<file path="config.mk">
export PLATFORM = sky130hd
export DESIGN_NAME = signed_int_to_decimal_ascii
export DESIGN_NICKNAME = d
export VERILOG_FILES = /design/src/sv/sitda_pkg.sv /design/src/sv/sitda_front.sv /design/src/sv/sitda_fifo.sv /design/src/sv/sitda_back.sv /design/src/sv/signed_int_to_decimal_ascii.sv
export VERILOG_INCLUDE_DIRS = /design/src /design/src/sv
export SDC_FILE = /design/constraint.sdc
export NUM_CORES = 1
export LEC_CHECK = 0
export ABC_AREA = 1
export BUFFER_PORTS_ARGS = -buffer_cell sky130_fd_sc_hd__clkbuf_2
export CAP_MARGIN = 15
export CORE_ASPECT_RATIO = 1.4
export CORE_MARGIN = 4
export CORE_UTILIZATION = 28
export DETAILED_ROUTE_END_ITERATION = 7
export PLACE_DENSITY = 0.48
export SLEW_MARGIN = 25
export SYNTH_ARGS = -nofsm -noshare
export SYNTH_HDL_FRONTEND = slang
export SYNTH_HIERARCHICAL = 1
export SYNTH_SLANG_ARGS = --single-unit
</file>
<file path="constraint.sdc">
create_clock -name clk -period 2.9 [get_ports clk]
set_input_delay 0.29 -clock clk [delete_from_list [all_inputs] [get_ports clk]]
set_output_delay 0.29 -clock clk [all_outputs]
set_load 0.02 [all_outputs]
</file>
<file path="src/sv/signed_int_to_decimal_ascii_assert.svh">
// Assertion macros used by the back part of the decimal text converter.
`ifndef SIGNED_INT_TO_DECIMAL_ASCII_ASSERT_SVH
`define SIGNED_INT_TO_DECIMAL_ASCII_ASSERT_SVH

// Check a property on every clock edge outside reset.
`define SITDA_ASSERT(lbl, prop, msg) \
	lbl: assert property (@(posedge clk) disable iff (!arst_n) (prop)) else $error(msg);

// Check that a condition implies a consequence in the same cycle.
`define SITDA_ASSERT_IMP(lbl, ante, cons, msg) \
	lbl: assert property (@(posedge clk) disable iff (!arst_n) (ante) |-> (cons)) \
		else $error(msg);

// Check that a condition implies a consequence in the next cycle.
`define SITDA_ASSERT_NEXT(lbl, ante, cons, msg) \
	lbl: assert property (@(posedge clk) disable iff (!arst_n) (ante) |=> (cons)) \
		else $error(msg);

`endif

</file>
<file path="src/sv/sitda_pkg.sv">
// Shared constants and types for the signed integer to decimal text converter.
package sitda_pkg;

	// Integer width and the decimal digits its magnitude can need
	localparam int VALUE_BITS = 32;
	localparam int NDIG = ((VALUE_BITS - 1) * 30103) / 100000 + 1;
	localparam int IDX_W = $clog2(NDIG);
	localparam int BCD_W = NDIG * 4;

	// Binary to BCD conversion: bits consumed per cycle
	localparam int BITS_PER_STEP = 4;
	localparam int STEPS = (VALUE_BITS + BITS_PER_STEP - 1) / BITS_PER_STEP;
	localparam int PAD_W = STEPS * BITS_PER_STEP;
	localparam int STEP_W = (STEPS > 1) ? $clog2(STEPS) : 1;

	// Queue between the front and back parts
	localparam int FIFO_DEPTH = 2;
	localparam int FIFO_PTR_W = (FIFO_DEPTH > 1) ? $clog2(FIFO_DEPTH) : 1;
	localparam int FIFO_CNT_W = $clog2(FIFO_DEPTH + 1);

	// ASCII codes
	localparam logic [7:0] CH_MINUS = 8'd45;
	localparam logic [7:0] CH_ZERO = 8'd48;

	// One converted number waiting for emission
	typedef struct packed {
		logic             neg;
		logic [IDX_W-1:0] top;
		logic [BCD_W-1:0] bcd;
	} num_entry_t;

endpackage

</file>
<file path="src/sv/sitda_front.sv">
// Front part: accepts an integer, takes its magnitude and converts it to BCD.
module sitda_front import sitda_pkg::*; (
	input  logic                         clk,
	input  logic                         arst_n,
	input  logic signed [VALUE_BITS-1:0] value,
	input  logic                         in_valid,
	output logic                         in_ready,
	output num_entry_t                   push_data,
	output logic                         push_valid,
	input  logic                         push_ready
);

	typedef enum logic [1:0] {F_IDLE, F_CONV, F_PUSH} fstate_t;

	fstate_t                state_q;
	logic [STEP_W-1:0]      step_q;
	logic                   neg_q;
	logic [PAD_W-1:0]       mag_q;
	logic [BCD_W-1:0]       bcd_q;

	logic [VALUE_BITS-1:0]  value_u;
	logic [VALUE_BITS-1:0]  abs_val;
	logic [PAD_W-1:0]       mag_n;
	logic [BCD_W-1:0]       bcd_n;
	logic [IDX_W-1:0]       top;

	// Take the magnitude, so the most negative value needs no special case
	assign value_u = value;
	assign abs_val = value_u[VALUE_BITS-1] ? (VALUE_BITS'(0) - value_u) : value_u;

	// Shift-and-add-3 over a few bits per cycle
	always_comb begin
		mag_n = mag_q;
		bcd_n = bcd_q;
		for (int b = 0; b < BITS_PER_STEP; b++) begin
			for (int d = 0; d < NDIG; d++) begin
				if (bcd_n[d*4 +: 4] >= 4'd5) begin
					bcd_n[d*4 +: 4] = bcd_n[d*4 +: 4] + 4'd3;
				end
			end
			{bcd_n, mag_n} = {bcd_n[BCD_W-2:0], mag_n, 1'b0};
		end
	end

	// Find the most significant nonzero digit; zero keeps digit 0
	always_comb begin
		top = '0;
		for (int i = 0; i < NDIG; i++) begin
			if (bcd_q[i*4 +: 4] != 4'd0) begin
				top = IDX_W'(i);
			end
		end
	end

	assign in_ready = (state_q == F_IDLE);
	assign push_valid = (state_q == F_PUSH);
	assign push_data = '{neg: neg_q, top: top, bcd: bcd_q};

	// Sequence load, conversion steps and hand-off to the queue
	always_ff @(posedge clk or negedge arst_n) begin
		if (!arst_n) begin
			state_q <= F_IDLE;
			step_q <= '0;
			neg_q <= 1'b0;
			mag_q <= '0;
			bcd_q <= '0;
		end else begin
			unique case (state_q)
				F_IDLE: begin
					if (in_valid) begin
						neg_q <= value_u[VALUE_BITS-1];
						mag_q <= PAD_W'(abs_val);
						bcd_q <= '0;
						step_q <= STEP_W'(STEPS - 1);
						state_q <= F_CONV;
					end
				end
				F_CONV: begin
					mag_q <= mag_n;
					bcd_q <= bcd_n;
					if (step_q == '0) begin
						state_q <= F_PUSH;
					end else begin
						step_q <= step_q - 1'b1;
					end
				end
				F_PUSH: begin
					if (push_ready) begin
						state_q <= F_IDLE;
					end
				end
				default: begin
					state_q <= F_IDLE;
				end
			endcase
		end
	end

endmodule

</file>
<file path="src/sv/sitda_fifo.sv">
// Short queue of converted numbers between the front and back parts.
module sitda_fifo import sitda_pkg::*; (
	input  logic       clk,
	input  logic       arst_n,
	input  num_entry_t wr_data,
	input  logic       wr_valid,
	output logic       wr_ready,
	output num_entry_t rd_data,
	output logic       rd_valid,
	input  logic       rd_ready
);

	num_entry_t              mem_q [FIFO_DEPTH];
	logic [FIFO_PTR_W-1:0]   wr_ptr_q;
	logic [FIFO_PTR_W-1:0]   rd_ptr_q;
	logic [FIFO_CNT_W-1:0]   count_q;
	logic                    do_wr;
	logic                    do_rd;

	assign wr_ready = (count_q != FIFO_CNT_W'(FIFO_DEPTH));
	assign rd_valid = (count_q != '0);
	assign rd_data = mem_q[rd_ptr_q];
	assign do_wr = wr_valid && wr_ready;
	assign do_rd = rd_valid && rd_ready;

	// Store entries
	always_ff @(posedge clk) begin
		if (do_wr) begin
			mem_q[wr_ptr_q] <= wr_data;
		end
	end

	// Advance pointers and occupancy
	always_ff @(posedge clk or negedge arst_n) begin
		if (!arst_n) begin
			wr_ptr_q <= '0;
			rd_ptr_q <= '0;
			count_q <= '0;
		end else begin
			if (do_wr) begin
				wr_ptr_q <= wr_ptr_q + 1'b1;
			end
			if (do_rd) begin
				rd_ptr_q <= rd_ptr_q + 1'b1;
			end
			if (do_wr && !do_rd) begin
				count_q <= count_q + 1'b1;
			end else if (do_rd && !do_wr) begin
				count_q <= count_q - 1'b1;
			end
		end
	end

endmodule

</file>
<file path="src/sv/sitda_back.sv">
// Back part: emits the sign and digits of one number as ASCII characters.
`include "signed_int_to_decimal_ascii_assert.svh"

module sitda_back import sitda_pkg::*; (
	input  logic       clk,
	input  logic       arst_n,
	input  num_entry_t pop_data,
	input  logic       pop_valid,
	output logic       pop_ready,
	output logic [7:0] character,
	output logic       last,
	output logic       out_valid,
	input  logic       out_ready
);

	typedef enum logic {B_IDLE, B_EMIT} bstate_t;

	bstate_t           state_q;
	logic              sign_q;
	logic [IDX_W-1:0]  idx_q;
	logic [BCD_W-1:0]  bcd_q;
	logic [7:0]        character_q;
	logic              last_q;
	logic              out_valid_q;

	logic              slot_free;
	logic              emit;
	logic [3:0]        digit;
	logic              char_legal;
	logic              pop_take;

	assign slot_free = !out_valid_q || out_ready;
	assign emit = (state_q == B_EMIT) && slot_free;
	assign pop_ready = (state_q == B_IDLE);
	assign digit = bcd_q[{idx_q, 2'b00} +: 4];

	assign character = character_q;
	assign last = last_q;
	assign out_valid = out_valid_q;

	// Load a number, then walk from the sign down to the units digit
	always_ff @(posedge clk or negedge arst_n) begin
		if (!arst_n) begin
			state_q <= B_IDLE;
			sign_q <= 1'b0;
			idx_q <= '0;
			bcd_q <= '0;
			character_q <= '0;
			last_q <= 1'b0;
			out_valid_q <= 1'b0;
		end else begin
			if (emit) begin
				out_valid_q <= 1'b1;
			end else if (out_valid_q && out_ready) begin
				out_valid_q <= 1'b0;
			end
			unique case (state_q)
				B_IDLE: begin
					if (pop_valid) begin
						sign_q <= pop_data.neg;
						idx_q <= pop_data.top;
						bcd_q <= pop_data.bcd;
						state_q <= B_EMIT;
					end
				end
				B_EMIT: begin
					if (slot_free) begin
						if (sign_q) begin
							character_q <= CH_MINUS;
							last_q <= 1'b0;
							sign_q <= 1'b0;
						end else begin
							character_q <= CH_ZERO + {4'b0000, digit};
							last_q <= (idx_q == '0);
							if (idx_q == '0) begin
								state_q <= B_IDLE;
							end else begin
								idx_q <= idx_q - 1'b1;
							end
						end
					end
				end
				default: begin
					state_q <= B_IDLE;
				end
			endcase
		end
	end

	// Terms for the checks below
	assign char_legal = (character == CH_MINUS) ||
		(character >= CH_ZERO && character <= CH_ZERO + 8'd9);
	assign pop_take = pop_valid && pop_ready;

	`SITDA_ASSERT_IMP(a_char_legal, out_valid, char_legal, "character is neither minus nor digit")
	`SITDA_ASSERT_IMP(a_minus_not_last, out_valid && character == CH_MINUS, !last, "minus flagged last")
	`SITDA_ASSERT_NEXT(a_pop_starts_emit, pop_take, state_q == B_EMIT, "popped item not emitted")

endmodule

</file>
<file path="src/sv/signed_int_to_decimal_ascii.sv">
// The BCD conversion runs at 4 bits per cycle between a load and a hand-off to the queue;
// the front part takes a new integer only after handing the previous one to the queue.
// The back part loads a number, then sends one character per cycle while out_ready allows.
// The queue lets the front part convert the next integer while the back part emits.
// Reset: arst_n clears the queue, both sequencers and the output valid at once.
module signed_int_to_decimal_ascii import sitda_pkg::*; (
	input  logic                         clk,
	input  logic                         arst_n,
	input  logic signed [VALUE_BITS-1:0] value,
	input  logic                         in_valid,
	output logic                         in_ready,
	output logic [7:0]                   character,
	output logic                         last,
	output logic                         out_valid,
	input  logic                         out_ready
);

	num_entry_t push_data;
	logic       push_valid;
	logic       push_ready;
	num_entry_t pop_data;
	logic       pop_valid;
	logic       pop_ready;

	// Accept and convert
	sitda_front u_front (
		.clk        (clk),
		.arst_n     (arst_n),
		.value      (value),
		.in_valid   (in_valid),
		.in_ready   (in_ready),
		.push_data  (push_data),
		.push_valid (push_valid),
		.push_ready (push_ready)
	);

	// Decouple conversion from emission
	sitda_fifo u_fifo (
		.clk      (clk),
		.arst_n   (arst_n),
		.wr_data  (push_data),
		.wr_valid (push_valid),
		.wr_ready (push_ready),
		.rd_data  (pop_data),
		.rd_valid (pop_valid),
		.rd_ready (pop_ready)
	);

	// Emit characters
	sitda_back u_back (
		.clk       (clk),
		.arst_n    (arst_n),
		.pop_data  (pop_data),
		.pop_valid (pop_valid),
		.pop_ready (pop_ready),
		.character (character),
		.last      (last),
		.out_valid (out_valid),
		.out_ready (out_ready)
	);

endmodule
</file>
## Word-level counts from Yosys, hierarchy flattened

Memories as Yosys holds them, arrays and structs flattened.
Index checks and enable logic that the tools add are counted.

- Shift-type cells: 1
- Add/sub/neg operators: 48
- Muxes and demuxes: 82
- Bitwise gates (word level): 1
- Magnitude comparators: 40
- Reduce and logical (&&, ||, !) cells: 34
- Eq/ne operators: 11

Operators by type and width:

| cell | count |
|---|---|
| $mux W4 | 42 |
| $ge A4 B3 Y1 const B | 40 |
| $add A4 B2 Y4 const B | 36 |
| $pmux W40 S2 | 1 |
| $mux W32 | 2 |
| $pmux W32 S2 | 1 |
| $mux W40 | 1 |
| $shiftx A40 B7 Y4 | 1 |
| $reduce_bool A4 Y1 | 9 |
| $sub A1 B32 Y32 const A | 1 |
| $mux W3 | 10 |
| $mux W2 | 7 |
| $ne A2 B2 Y1 const B | 7 |
| $add A3 B2 Y3 const B | 4 |
| $mux W1 | 12 |
| $reduce_and A2 Y1 | 5 |
| $mux W8 | 1 |
| $pmux W4 S2 | 1 |
| $reduce_bool A2 Y1 | 4 |
| $add A6 B4 Y7 const A | 1 |
| $logic_and A1 B1 Y1 | 6 |
| $pmux W2 S3 | 1 |
| $pmux W3 S2 | 1 |
| $reduce_and A3 Y1 | 2 |
| 16 further kinds | 21 |

- Memories: 1
- Register bits after elaboration: 138
- Output and inout bits: 11
- RAM bits: 90

Memories:

| name | depth | bits a word | rd ports | clocked after memory_dff | wr ports | RTL line | RTL |
|---|---|---|---|---|---|---|---|
| u_fifo.mem_q | 2 | 45 | 1 | 0 | 1 | sitda_fifo.sv:13 | `num_entry_t mem_q [FIFO_DEPTH];` |

## Depth between registers and ports, before layout

- Word-level depth: 10
- Depth in mapped cells: 28
- Gate-level depth less buffers: 28

## By module

Netlist, hierarchy kept.

By module, submodules not included:

| module | area an instance (um^2) | sequential area each (um^2) | instances | cells an instance |
|---|---|---|---|---|
| sitda_front | 8075.2 | 1951.9 | 1 | 1248 |
| sitda_fifo | 3545.9 | 2802.7 | 1 | 263 |
| sitda_back | 2597.5 | 1351.3 | 1 | 286 |

## Worst setup path before layout

No wires, ideal clock.

- Kind: reg2reg
- Start point: register u_front.bcd_q[4]
- End point: register u_front.bcd_q[10]
- Period minus slack after synthesis: 3.031 ns
- Arrival: 2.914 ns
- Buffers on the path: 0
- Stages on the path, launching flop included: 21
- Library setup time: 0.117 ns
- Data required time: 2.783 ns
- Setup slack: -0.131 ns
- Cell sequence: dfrtp_1 inv_2 ha_1 inv_1 o21ai_2 nor2_1 nor2_4 inv_1 ha_1 nand3_2 nand4_1 and2_1 ha_1 nand3_1 nand4_1 and2_1 ha_1 nand3_1 nand4_1 nand3_1 nand2_1

- Longest elaborated chain between the ends: 9
- Elaborated cells between the ends (all ways): 19
- Classes of those cells: add/sub (6); order compare (6); mux (7)

Ends and longest elaborated chain:

| item | RTL line | RTL |
|---|---|---|
| start, declared | sitda_front.sv:19 | `logic [BCD_W-1:0] bcd_q;` |
| start signal, assigned | sitda_front.sv:80 | `bcd_q <= bcd_n;` |
| $add A4 B2 Y4 or $ge A4 B3 Y1 (tied branches) | sitda_front.sv:38, sitda_front.sv:37 |  |
| $mux W4 (*) | sitda_front.sv:37 | `if (bcd_n[d*4 +: 4] >= 4'd5) begin` |
| $add A4 B2 Y4 or $ge A4 B3 Y1 (tied branches) | sitda_front.sv:38, sitda_front.sv:37 |  |
| $mux W4 | sitda_front.sv:37 |  |
| $add A4 B2 Y4 or $ge A4 B3 Y1 (tied branches) | sitda_front.sv:38, sitda_front.sv:37 |  |
| $mux W4 | sitda_front.sv:37 |  |
| $add A4 B2 Y4 or $ge A4 B3 Y1 (tied branches) | sitda_front.sv:38, sitda_front.sv:37 |  |
| $mux W4 (*) | sitda_front.sv:37 |  |
| $pmux W40 S2 (*) | sitda_front.sv:68 | `unique case (state_q)` |

Every way passes the cells marked *; elsewhere a longest branch is shown, timed or not.
A chain may end at the register's enable or synchronous reset.

## Worst setup path in the final report

- Start point: register u_front.bcd_q[4]
- End point: register u_front.bcd_q[14]

The elaborated chain is that of the path after synthesis.

==> results.toml <==
[outcome]
outcome = "complete, but fails checks"
violations = "setup timing"

[logic_synthesis]
yosysSeqAreaShare = 0.429
synth_top_cell_by_area = "dfrtp_1"
ys_warn_count = 6
synth_edf_count = 90
async_reset_ff_frac = 0.602
postSynthCellCount = 1797
synthTopCellsByArea = "dfrtp_1 (24%), edfxtp_1 (19%), nand2_1 (14%)"
ys_seq_elements = 226
synth_area_per_cell_sq_um = 7.91
syn-cell-area_sq_mm = 0.0142
synth.distinct_cells = 56
yosys_most_used_dff = "dfrtp_1"
synth_top_area_frac = 0.239

[sta]
worst_slew_pin_slew_ps = 903
hold_violations = 0
relSlewSlack = 0.397
clock.fmax_mhz = 336
min_period_ps = 2970
finalSetupViolCount = 18
fin_ws_ps = -74.8
maxSlewViolCount = 0
fin_crit_sh = 1.03
finClkSkew_ps = 22.9
rsz0062_at_grt = "yes"

[worst_setup_path]
cp.arrival_ps = 3380
r2r_end = "u_front/bcd_q[14]$_DFFE_PN0P_"
r2r_slack_ps = -70
worstSetupPathType = "reg2reg"
crit_path_start_kind = "flip-flop"
cp-startpoint = "u_front/bcd_q[4]$_DFFE_PN0P_"
end_kind = "flip-flop"
worst_ep_required_time_ps = 3300
reg2reg_depth = 25
endpoint = "u_front/bcd_q[14]$_DFFE_PN0P_"
r2r-start = "u_front/bcd_q[4]$_DFFE_PN0P_"
critPathMaxFanout = 4

[detailed_routing]
remaining_drc_errors = 0
drtIter0Drc = 568
wire_per_inst_um = 13.9
drt-total-wl_um = 38200
dr.pass1.iters = 5
ant_nets = 0
vias = 12712
viasPerCell = 4.62

[cts]
clock_sinks = 226
clk_pin_slew_ps = 70
cts_tree = "built"
clock_path_buffers = 3
clk_latency_ps = 540
cts_htree_levels = 1
clock-root-buffer = "clkbuf_16"
cts_made_buffers = 24

[layout]
layout-drive-gt1-share = 0.375
most-common-layout-cells = "nand2_1 (423), buf_4 (245), inv_1 (171)"
diodes = 0
seqCellArea_sq_mm = 0.00611
areaGrowthSynthToFinish_pct = 37.4
final_common_cell = "nand2_1"
multi_input_area_sq_mm = 0.00853
final_cells = 2754
nNetsFinal = 2183
fill_cells = 5029

[grt]
grt_use_total = 0.136
grt_first_pass_wirelength_um = 62300
antenna_found_initial = 0
overflow = 0
grt_max_degree = 65
grt_pass1_vias = 12946

[place]
place_congestion = 0.824
place_inst = 2629
hpwl_um = 25600
portBuffers = 44

[floorplanning]
fp.dieArea_sq_mm = 0.0545
core-area_sq_mm = 0.0501
chipWidth_um = 198
start_util = 0.284
num_io_pins = 47
die_y_um = 275
std_cell_rows = 97

[job]
maxCapViolCount = 0

[hold_path]
hold_path.class = "in2reg"
worst min path at each step:
stage	startpoint	endpoint	slack, ps	depth (start not counted)
2_1_floorplan	arst_n	u_back/bcd_q[0]$_DFFE_PN0P_	-6	0
3_3_place_gp	arst_n	u_back/idx_q[1]$_DFFE_PN0P_	360	1
3_5_place_dp	arst_n	u_back/idx_q[1]$_DFFE_PN0P_	360	1
4_1_cts	value[9]	u_front/mag_q[9]$_DFFE_PN0P_	50	4
5_1_grt	value[13]	u_front/mag_q[13]$_DFFE_PN0P_	90	4
6_report	value[9]	u_front/mag_q[9]$_DFFE_PN0P_	70	4
sequential cells by signal (all words and copies together) (netlist names):
signal,flops
u_front/bcd_q,40
u_back/out_valid,1
u_fifo/mem_q,90
u_fifo/wr_ptr_q,1
u_front/step_q,3
u_back/character,6
u_back/idx_q,4
u_back/bcd_q,40
u_front/mag_q,32
u_back/last,1
u_fifo/rd_ptr_q,1
u_fifo/count_q,2
u_back/sign_q,1
u_front/state_q,2
u_back/state_q,1
u_front/neg_q,1
area by class of cell:
type	count	area share
clock buffers	37	0.0363
clock inverters	6	0.00231
inverters	244	0.0478
multi-input cells	1281	0.436
flip-flops and latches	226	0.313
well taps	643	0.0412
repair buffers	317	0.124
per-layer routing:
metal | track usage | share of wire | vias to the layer above | wire length (um)
met5 | 0 | 0 | - | 0
met4 | 0.0394 | 0.030 | 0 | 1150
met3 | 0.0135 | 0.023 | 65 | 891
met2 | 0.258 | 0.53 | 163 | 20200
met1 | 0.163 | 0.42 | 6001 | 16000
li1 | - | - | 6483 | -
cells by family (layout without fill, tap and decap cells):
kind of cell             after synthesis  after routing  share of synthesized area
AND/OR/NAND/NOR                      965            965                      0.308
multiplexers                          18             18                     0.0143
AO/OA/AOI/OAI                        212            212                     0.0905
buffers and inverters                291            604                     0.0881
other                                  1              2                   0.000264
adder cells (fa/ha/maj)               53             53                     0.0466
XOR/XNOR                              31             31                     0.0225
flip-flops                           226            226                      0.429
cells in the mapped netlist, types with 5 or more instances:
cell type,number
dfrtp_1,136
a21oi_1,55
nor2_1,112
nand2_4,6
inv_2,22
o22ai_1,10
a21o_1,9
buf_4,10
xnor2_1,7
and2_4,10
nand3_1,166
o21ai_0,55
buf_2,8
xor2_1,19
nand2_1,531
nand3_2,17
nand2_2,42
a22oi_1,29
and2_1,17
inv_1,221
o211ai_1,10
buf_6,5
ha_1,53
edfxtp_1,90
mux2_2,18
o31ai_1,7
nor3_1,6
clkbuf_1,17
o21ai_1,19
o21ai_2,7
nand4_1,39
critical path, cell delays in order (launching register included):
cell	delay, ps
dfrtp_1	410
inv_2	90
ha_4	150
inv_4	40
o21ai_4	190
buf_6	130
nor2_4	30
nor2_4	130
inv_2	70
ha_4	160
nand3_4	80
nand4_1	130
buf_4	160
buf_4	130
nand3_4	60
nand2_4	60
buf_4	140
nand2_2	70
nand2_4	70
inv_2	80
ha_4	130
nand3_4	60
nand3_2	70
nand2_1	50
nand3_1	80
nand2_1	60
repair_timing:
| item | CTS | global route |
|---|---|---|
| hold buffers | 2 | 0 |
| gates resized for setup | 185 | 235 |
| pin swaps | 119 | 137 |
| setup endpoints to repair | 33 | 38 |
| buffers inserted | 46 | 35 |
| endpoints found under the hold margin | 62 | 0 |
| cloned | 0 | 0 |
through the flow:
| step | hold slack [ps] | area [sq um] | TNS, ps | setup slack, ps | utilization |
|---|---|---|---|---|---|
| 6_report | 71.4 | 19500 | -640 | -74.8 | 0.390 |
| 5_1_grt | 86.6 | 19500 | -6620 | -295 | 0.390 |
| 4_1_cts | 45.9 | 18300 | -200 | -55.9 | 0.366 |
| 3_5_place_dp | 357 | 16500 | -5370 | -298 | 0.329 |
| 3_3_place_gp | 360 | 16500 | -3420 | -202 | 0.329 |
| 2_1_floorplan | -5.59 | 14300 | -4010 | -44.0 | - |
Power is left out: the tool's default activity adds up to more than one toggle a clock period on the data nets, which glitch-free logic cannot reach.
